$ cat src/design/tpba_pkg.sv
`timescale 1ns / 1ps

package tpba_pkg;

  // fixed field widths
  localparam int BASE_W  = 47;
  localparam int ADDR_W  = 48;
  localparam int TAG_W   = 32;
  localparam int SIZE_W  = 17;
  localparam int ALIGN_W = 5;
  localparam int CIDX_W  = 3;
  localparam int STAT_W  = 2;
  localparam int FREED_W = 7;
  localparam int PAD_W   = 32;

  // operation codes
  localparam logic OP_ALLOC = 1'b0;
  localparam logic OP_FREE  = 1'b1;

  // status codes
  localparam logic [STAT_W-1:0] ST_OK        = 2'd0;
  localparam logic [STAT_W-1:0] ST_EXHAUSTED = 2'd1;
  localparam logic [STAT_W-1:0] ST_OVERSIZE  = 2'd2;

  typedef enum logic [3:0] {
    S_IDLE,
    S_A_LOOK,
    S_A_FIT,
    S_N_ADDR,
    S_N_FIT,
    S_F_READ,
    S_F_TAG,
    S_F_CHK,
    S_F_LAST
  } state_t;

endpackage

$ cat src/design/tagged_page_bump_allocator.sv
`timescale 1ns / 1ps

// Tagged page bump allocator. An item is taken when start is high and busy is
// low; its single result shows on the out_ ports for one cycle with out_valid,
// and the receiver cannot stall it. Page fill, page tags, the used list and the
// free stack sit in synchronous memories with registered reads, and every item
// is a short read-modify-write sequence over them. An allocate that fits the
// active page passes the lookup and fit states; one that needs a new page passes
// the new-page address and fit states, after the lookup when an active page
// exists, and is refused there if the pool is exhausted or the request does not
// fit a fresh page; an oversize request is refused when accepted. A free-tag item
// walks the used list and frees each listed page whose tag matches.
// No clearing pass is needed after reset; only pages already handed out are
// ever read back.
module tagged_page_bump_allocator #(
  parameter int PAGE_BYTES = 65536,
  parameter int NUM_PAGES  = 64,
  parameter int NUM_CACHES = 8
) (
  input  logic                          clk,
  input  logic                          rst_n,
  input  logic                          start,
  output logic                          busy,
  input  logic                          in_operation,
  input  logic [tpba_pkg::CIDX_W-1:0]   in_cache_index,
  input  logic [tpba_pkg::TAG_W-1:0]    in_tag,
  input  logic [tpba_pkg::SIZE_W-1:0]   in_size_bytes,
  input  logic [tpba_pkg::ALIGN_W-1:0]  in_align_log2,
  output logic                          out_valid,
  output logic [tpba_pkg::STAT_W-1:0]   out_status,
  output logic [tpba_pkg::ADDR_W-1:0]   out_address,
  output logic [tpba_pkg::FREED_W-1:0]  out_pages_freed,
  input  logic                          cfg_valid,
  output logic                          cfg_ready,
  input  logic [tpba_pkg::BASE_W-1:0]   cfg_data
);
  import tpba_pkg::*;

  localparam int PW = (NUM_PAGES > 1) ? $clog2(NUM_PAGES) : 1;
  localparam int CW = (NUM_CACHES > 1) ? $clog2(NUM_CACHES) : 1;
  localparam int FW = $clog2(PAGE_BYTES) + 1;
  localparam int SUM_W = PAD_W + 2;
  localparam logic [PW:0]       NUM_PAGES_C = (PW + 1)'(NUM_PAGES);
  localparam logic [SUM_W-1:0]  PAGE_SUM    = SUM_W'(PAGE_BYTES);
  localparam logic [ADDR_W-1:0] PAGE_ADDR   = ADDR_W'(PAGE_BYTES);

  // page memories
  logic [FW-1:0]    fill_mem [NUM_PAGES];
  logic [TAG_W-1:0] tag_mem  [NUM_PAGES];
  logic [PW-1:0]    ul_mem   [NUM_PAGES];
  logic [PW-1:0]    fs_mem   [NUM_PAGES];

  state_t state_r, state_nxt;

  logic [BASE_W-1:0] base_r;
  logic [CW-1:0]     c_r;
  logic [TAG_W-1:0]  tag_r;
  logic [SIZE_W-1:0] size_r;
  logic [ALIGN_W-1:0] lg_r;
  logic [PW:0]       used_count_r, free_count_r, fresh_next_r, walk_i_r, freed_r;
  logic              cvalid_r [NUM_CACHES];
  logic [PW-1:0]     cpage_r  [NUM_CACHES];
  logic [ADDR_W-1:0] pa_r, addr_r;
  logic [PW-1:0]     newp_r;
  logic              from_stack_r;
  logic [FW-1:0]     fill_rd;
  logic [TAG_W-1:0]  tag_rd;
  logic [PW-1:0]     ul_rd, fs_rd;
  logic              out_valid_r;
  logic [STAT_W-1:0] out_status_r, out_status_nxt;
  logic [ADDR_W-1:0] out_address_r, out_address_nxt;
  logic [FREED_W-1:0] out_freed_r, out_freed_nxt;

  logic              accept;
  logic [CW-1:0]     cidx, csel;
  logic [PW-1:0]     fill_ra, ul_ra, fs_ra, cand_p;
  logic [PAD_W-1:0]  amask, pad;
  logic [SUM_W-1:0]  sum_act, sum_new;
  logic              fits_act, fits_new, have_stack, have_fresh, oversize, tag_hit;

  // cache index reduced modulo the cache count
  function automatic logic [CW-1:0] cache_mod(input logic [CIDX_W-1:0] v);
    logic [CIDX_W:0] r;
    r = {1'b0, v};
    for (int k = 0; k < (1 << CIDX_W); k++) begin
      if (r >= (CIDX_W + 1)'(NUM_CACHES)) r = r - (CIDX_W + 1)'(NUM_CACHES);
    end
    return CW'(r);
  endfunction

  assign accept    = start && !busy;
  assign cfg_ready = 1'b1;
  assign cidx      = cache_mod(in_cache_index);
  assign csel      = (state_r == S_IDLE) ? cidx : c_r;

  // read addresses
  assign fill_ra = cpage_r[csel];
  assign fs_ra   = PW'(free_count_r - 1'b1);
  assign ul_ra   = (state_r == S_F_CHK) ? PW'(used_count_r - 1'b1) : PW'(walk_i_r);

  // alignment pad and fit checks
  assign amask    = ~({PAD_W{1'b1}} << lg_r);
  assign pad      = PAD_W'(ADDR_W'(0) - addr_r) & amask;
  assign sum_act  = SUM_W'(fill_rd) + SUM_W'(size_r) + SUM_W'(pad);
  assign sum_new  = SUM_W'(size_r) + SUM_W'(pad);
  assign fits_act = (sum_act <= PAGE_SUM);
  assign fits_new = (sum_new <= PAGE_SUM);
  assign have_stack = (free_count_r != '0);
  assign have_fresh = (fresh_next_r < NUM_PAGES_C);
  assign cand_p   = have_stack ? fs_rd : PW'(fresh_next_r);
  assign oversize = (SUM_W'(in_size_bytes) > PAGE_SUM);
  assign tag_hit  = (tag_rd == tag_r);

  // next state
  always_comb begin
    state_nxt = state_r;
    unique case (state_r)
      S_IDLE: begin
        if (accept) begin
          if (in_operation == OP_FREE) state_nxt = S_F_READ;
          else if (oversize) state_nxt = S_IDLE;
          else if (cvalid_r[cidx]) state_nxt = S_A_LOOK;
          else state_nxt = S_N_ADDR;
        end
      end
      S_A_LOOK: state_nxt = S_A_FIT;
      S_A_FIT:  state_nxt = fits_act ? S_IDLE : S_N_ADDR;
      S_N_ADDR: state_nxt = (have_stack || have_fresh) ? S_N_FIT : S_IDLE;
      S_N_FIT:  state_nxt = S_IDLE;
      S_F_READ: state_nxt = (walk_i_r < used_count_r) ? S_F_TAG : S_IDLE;
      S_F_TAG:  state_nxt = S_F_CHK;
      S_F_CHK:  state_nxt = tag_hit ? S_F_LAST : S_F_READ;
      S_F_LAST: state_nxt = S_F_READ;
      default:  state_nxt = S_IDLE;
    endcase
  end

  // outputs
  always_comb begin
    busy            = (state_r != S_IDLE);
    out_valid       = out_valid_r;
    out_status      = out_status_r;
    out_address     = out_address_r;
    out_pages_freed = out_freed_r;
  end

  // result payload
  always_comb begin
    out_status_nxt  = ST_OK;
    out_address_nxt = '0;
    out_freed_nxt   = '0;
    unique case (state_r)
      S_IDLE: begin
        if (accept && in_operation == OP_ALLOC && oversize) out_status_nxt = ST_OVERSIZE;
      end
      S_A_FIT:  if (fits_act) out_address_nxt = addr_r + ADDR_W'(pad);
      S_N_ADDR: if (!have_stack && !have_fresh) out_status_nxt = ST_EXHAUSTED;
      S_N_FIT: begin
        if (fits_new) out_address_nxt = addr_r + ADDR_W'(pad);
        else out_status_nxt = ST_OVERSIZE;
      end
      S_F_READ: out_freed_nxt = FREED_W'(freed_r);
      default: ;
    endcase
  end

  // memory reads
  always_ff @(posedge clk) begin
    fill_rd <= fill_mem[fill_ra];
    tag_rd  <= tag_mem[ul_rd];
    ul_rd   <= ul_mem[ul_ra];
    fs_rd   <= fs_mem[fs_ra];
  end

  // memory writes
  always_ff @(posedge clk) begin
    if (state_r == S_A_FIT && fits_act) begin
      fill_mem[cpage_r[c_r]] <= FW'(sum_act);
    end else if (state_r == S_N_FIT && fits_new) begin
      fill_mem[newp_r] <= FW'(sum_new);
    end
    if (state_r == S_N_FIT && fits_new) begin
      tag_mem[newp_r] <= tag_r;
    end
    if (state_r == S_N_FIT && fits_new && used_count_r < NUM_PAGES_C) begin
      ul_mem[PW'(used_count_r)] <= newp_r;
    end else if (state_r == S_F_LAST) begin
      ul_mem[PW'(walk_i_r)] <= ul_rd;
    end
    if (state_r == S_F_CHK && tag_hit && free_count_r < NUM_PAGES_C) begin
      fs_mem[PW'(free_count_r)] <= newp_r;
    end
  end

  // payload registers
  always_ff @(posedge clk) begin
    if (accept) begin
      c_r    <= cidx;
      tag_r  <= in_tag;
      size_r <= in_size_bytes;
      lg_r   <= in_align_log2;
      pa_r   <= ADDR_W'(base_r) + ADDR_W'(cpage_r[cidx]) * PAGE_ADDR;
    end
    if (state_r == S_A_LOOK) addr_r <= pa_r + ADDR_W'(fill_rd);
    if (state_r == S_N_ADDR) begin
      addr_r       <= ADDR_W'(base_r) + ADDR_W'(cand_p) * PAGE_ADDR;
      newp_r       <= cand_p;
      from_stack_r <= have_stack;
    end
    if (state_r == S_F_TAG) newp_r <= ul_rd;
    out_status_r  <= out_status_nxt;
    out_address_r <= out_address_nxt;
    out_freed_r   <= out_freed_nxt;
  end

  // control state
  always_ff @(posedge clk) begin
    if (!rst_n) begin
      state_r      <= S_IDLE;
      base_r       <= '0;
      used_count_r <= '0;
      free_count_r <= '0;
      fresh_next_r <= '0;
      walk_i_r     <= '0;
      freed_r      <= '0;
      out_valid_r  <= 1'b0;
      for (int k = 0; k < NUM_CACHES; k++) begin
        cvalid_r[k] <= 1'b0;
        cpage_r[k]  <= '0;
      end
    end else begin
      state_r <= state_nxt;
      if (cfg_valid && cfg_ready) base_r <= cfg_data;
      out_valid_r <= ((state_r == S_IDLE) && accept && in_operation == OP_ALLOC && oversize)
                  || ((state_r == S_A_FIT) && fits_act)
                  || ((state_r == S_N_ADDR) && !have_stack && !have_fresh)
                  || (state_r == S_N_FIT)
                  || ((state_r == S_F_READ) && !(walk_i_r < used_count_r));
      if (accept && in_operation == OP_FREE) begin
        walk_i_r <= '0;
        freed_r  <= '0;
      end
      // new page taken
      if (state_r == S_N_FIT && fits_new) begin
        if (from_stack_r) free_count_r <= free_count_r - 1'b1;
        else fresh_next_r <= fresh_next_r + 1'b1;
        if (used_count_r < NUM_PAGES_C) used_count_r <= used_count_r + 1'b1;
        cvalid_r[c_r] <= 1'b1;
        cpage_r[c_r]  <= newp_r;
      end
      // free walk step
      if (state_r == S_F_CHK) begin
        if (tag_hit) begin
          if (free_count_r < NUM_PAGES_C) free_count_r <= free_count_r + 1'b1;
          used_count_r <= used_count_r - 1'b1;
          freed_r      <= freed_r + 1'b1;
          for (int k = 0; k < NUM_CACHES; k++) begin
            if (cvalid_r[k] && cpage_r[k] == newp_r) cvalid_r[k] <= 1'b0;
          end
        end else begin
          walk_i_r <= walk_i_r + 1'b1;
        end
      end
    end
  end

  // every page handed out is either in use or on the free stack
  a_page_count: assert property (@(posedge clk) disable iff (!rst_n)
    (busy == 1'b0) |-> (used_count_r + free_count_r == fresh_next_r))
    else $error("page accounting broken");

  a_used_bound: assert property (@(posedge clk) disable iff (!rst_n)
    used_count_r <= NUM_PAGES_C)
    else $error("used count overflow");

  a_result_after_work: assert property (@(posedge clk) disable iff (!rst_n)
    out_valid |-> ($past(busy) || $past(accept)))
    else $error("result without an item");

  a_active_page_issued: assert property (@(posedge clk) disable iff (!rst_n)
    (state_r == S_A_LOOK) |-> (PW + 1)'(cpage_r[c_r]) < fresh_next_r)
    else $error("active page never handed out");

endmodule
$ cat config.mk
export PLATFORM = sky130hd
export DESIGN_NAME = tagged_page_bump_allocator
export DESIGN_NICKNAME = d
export VERILOG_FILES = /design/src/design/tpba_pkg.sv /design/src/design/tagged_page_bump_allocator.sv
export SDC_FILE = /design/constraint.sdc
export NUM_CORES = 2
export LEC_CHECK = 0
export BUFFER_PORTS_ARGS = -buffer_cell sky130_fd_sc_hd__buf_2
export CAP_MARGIN = 30
export CORE_MARGIN = 2
export CORE_UTILIZATION = 55
export DETAILED_ROUTE_END_ITERATION = 16
export PLACE_DENSITY = 0.71
export SYNTH_ARGS = -nofsm -noshare
export SYNTH_HDL_FRONTEND = slang
export SYNTH_SLANG_ARGS = --single-unit
$ cat constraint.sdc
create_clock -name clk -period 15.95 [get_ports clk]
set_clock_uncertainty 0.05 [all_clocks]
set_input_delay 1.595 -clock clk [delete_from_list [all_inputs] [get_ports clk]]
set_output_delay 1.595 -clock clk [all_outputs]
set_load 0.01 [all_outputs]
==> flow_metrics.env <==
export IMPL_core_area_um2=318300
export IMPL_status="complete, no violations"
export IMPL_io_buffers=167
export IMPL_cts_buffers=426
export IMPL_setup_viol=0
export IMPL_die_h_um=570.0
export IMPL_multi_input_area_um2=46590
export IMPL_period_needed_ns=9.671
export IMPL_grt_max_degree=241
export IMPL_avgSynthCellArea_um2=17.82
export IMPL_pre_cts_slack_ns=6.529
export IMPL_post_drt_via_cell_ratio=6.535
export IMPL_async_flop_share_pct=0
export IMPL_dr_first_iter_drc_count=12380
export IMPL_dieArea_um2=324900
export IMPL_p_leak_nw=63.19
export IMPL_start_util_pct=55.36
export IMPL_cp_required_ns=16.58
export IMPL_timing_fmax_mhz=103.4
export IMPL_clockBufferDepth=4
export IMPL_die_w_um=570.0
export IMPL_area_growth_pct=12.11
export IMPL_holdWs_ns=0.4102
export IMPL_dp_cells=13930
export IMPL_grt_pass1_vias=95290
export IMPL_num_io_pins=169
export IMPL_grt_pass1_wl_um=651000
export IMPL_grt_util_met2_pct=42.79
export IMPL_rsz0062_at_grt="no"
export IMPL_path_cells="or4_1 -> nor3_1 -> nor2_1 -> a211oi_1 -> fa_1 -> ha_1 -> a2111oi_0 -> o21ai_0 -> a221oi_1 -> a211oi_1 -> o41ai_1 -> xor2_1 -> a41oi_1 -> nor4_1 -> nand4_1 -> nor3_1 -> o22ai_2 -> nor2_1 -> buf_6"
export IMPL_synth_top_cell_area_share_pct=70.07
export IMPL_worst_slack_ns=6.279
export IMPL_vdd_drop_max_v=0.0007659
export IMPL_critPathTopFamily="simple AND/OR/NAND/NOR gates"
export IMPL_fillerInstances=21740
export IMPL_antenna_found_initial=26
export IMPL_synth_fp_nets=10100
export IMPL_critical_path_buf_inv_count=1
export IMPL_cts_max_level=5
export IMPL_grt_usage_pct=27.24
export IMPL_cts_root_buf="clkbuf_16"
export IMPL_rows=207
export IMPL_cap_violations=0
export IMPL_critical_path_max_stage_delay_ns=0.85
export IMPL_worstSetupStartpointType="flop"
export IMPL_gp_congestion=0.9343
export IMPL_tightestPinTransition_ns=1.224
export IMPL_synth_edf_count=4112
export IMPL_hold_viol=0
export IMPL_fin_setup_tns_ns=0
export IMPL_crit_type="reg2reg"
export IMPL_clkSlewWorstSetupHoldPaths_ns=0.06
export IMPL_drive_gt1_share_pct=21.63
export IMPL_seq_area_frac_synth_pct=72.53
export IMPL_synth_seq_cells=4328
export IMPL_clock_latency_ns=0.97
export IMPL_worst_setup_path_end_kind="flop"
export IMPL_postCtsSetupBuffers=0
export IMPL_ant_nets=0
export IMPL_vias=96400
export IMPL_syn_instance_count=9891
export IMPL_grt_met3_usage_pct=4.732
export IMPL_netlist_area_um2=176200
export IMPL_cts_hold_buffers_added=0
export IMPL_synth_cell_types=92
export IMPL_final_period_utilization_pct=60.63
export IMPL_busiest_layer="met2"
export IMPL_wire_per_inst_um=30.17
export IMPL_synth_area_leaders="edfxtp_1, mux4_2, dfxtp_1"
export IMPL_dp_hpwl_um=258000
export IMPL_fin_nets=10400
export IMPL_synth_largest_area_cell="edfxtp_1"
export IMPL_drc=0
export IMPL_slew_violations=0
export IMPL_routed_wl_um=445100
export IMPL_maxSlewHeadroom_pct=18.38
export IMPL_drt_first_pass_iters=8
export IMPL_cts_tree="yes"
export IMPL_p_per_area_nw_per_um2=168.8
export IMPL_fin_cells=14750
export IMPL_seq_area_um2=127800
export IMPL_min_path_type="reg2reg"
export IMPL_cts_sink_count=4328
export IMPL_timing_critical_path_arrival_ns=10.30
export IMPL_grt_use_met1_pct=39.56
export IMPL_crit_slowest_cell="nor3_1"
export IMPL_synth_warnings=0
export IMPL_grt_ovfl_total=0
export IMPL_synth_flop_cell="edfxtp_1"
export IMPL_cts_resized=0
export IMPL_cp_max_fo=11
-- area by class of cell --
cell class / instances / share of cell area, %
Multi-Input combinational cell: 4854 / 23.58
Inverter: 108 / 0.2077
Antenna cell: 16 / 0.02027
Clock inverter: 264 / 1.331
Tap cell: 4180 / 2.647
Clock buffer: 531 / 5.769
Timing Repair Buffer: 472 / 1.737
Sequential cell: 4328 / 64.71
-- placed cells by master, fill, tap and decap left out, drive strengths merged, types with 210 or more instances in the layout --
| cell | instances |
|---|---|
| a211oi | 334 |
| a21oi | 251 |
| a31oi | 234 |
| and2 | 210 |
| buf | 471 |
| clkbuf | 532 |
| dfxtp | 216 |
| edfxtp | 4112 |
| mux4 | 944 |
| nand2 | 651 |
| nor2 | 478 |
-- through the flow --
step | power, W | area, um2 | utilization (%)
after detailed placement | 0.02345 | 183200 | 57.57
after global routing | 0.03437 | 197500 | 62.06
after floorplan | 0.01994 | 176200 | -
after global placement | 0.02318 | 183100 | 57.51
after CTS | 0.03339 | 197300 | 61.97
final | 0.03334 | 197600 | 62.06
-- flip-flops by register name (all words and copies together), names as in the netlist, 8 cells and up, named ones only --
name,flops
size_r,17
tag_r,32
addr_r,48
pa_r,48
fill_rd,17
fill_mem,1088
cpage_r,48
tag_mem,2048
ul_mem,384
out_address,48
cvalid_r,8
fs_mem,384
tag_rd,32
base_r,47
-- path summary, 6_finish.rpt --
kind / from / end / slack [ns] / depth (start not counted)
min: cvalid_r[4] / cvalid_r[4] / 0.41 / 2
max: addr_r[3] / fill_mem[59][13] / 6.28 / 19
min reg2reg: cvalid_r[4] / cvalid_r[4] / 0.41 / 2
max reg2reg: addr_r[3] / fill_mem[59][13] / 6.28 / 19
-- worst min-delay path: stages (launching register included) --
cell and delay, ns:
dfxtp_1 0.31, nand2_1 0.05, o22ai_1 0.05
-- cell families after synthesis --
group | Yosys count | share of synthesized area (%)
other | 1 | 0.002128
xor gates and xnor gates | 287 | 1.427
buffers and inverters | 709 | 1.545
AOI/OAI and AO/OA | 1308 | 4.939
muxes | 1130 | 13.16
DFF | 4328 | 72.53
adders and majority gates | 102 | 0.8223
and+or+nand+nor | 2026 | 5.580
-- cell usage after synthesis, drive strengths merged, types with 135 or more instances --
master	number
edfxtp	4112
o21ai	135
nor3	173
nand2	651
dfxtp	216
a21oi	251
a211oi	334
a22oi	141
a31oi	234
and2	210
nor2	478
buf	147
mux4	944
mux2i	137
xnor2	197
clkbuf	454
-- metal layers --
layer  vias to the layer above  part of all wire (%)  wire length [um]
met2                      5129                    47            211200
met4                         4                   3.1             13820
met5                         -                0.0052                23
met1                     50000                    40            177300
met3                       756                   9.6             42700
li1                      40520                     -                 -
-- power breakdown --
group          switching [W]  total (W)  internal, W
clock network        0.00429     0.0100      0.00575
logic                0.00603    0.00794      0.00191
registers           0.000237     0.0154       0.0151
total                 0.0106     0.0333       0.0228
No activity file was read; power rests on OpenSTA's default activity.
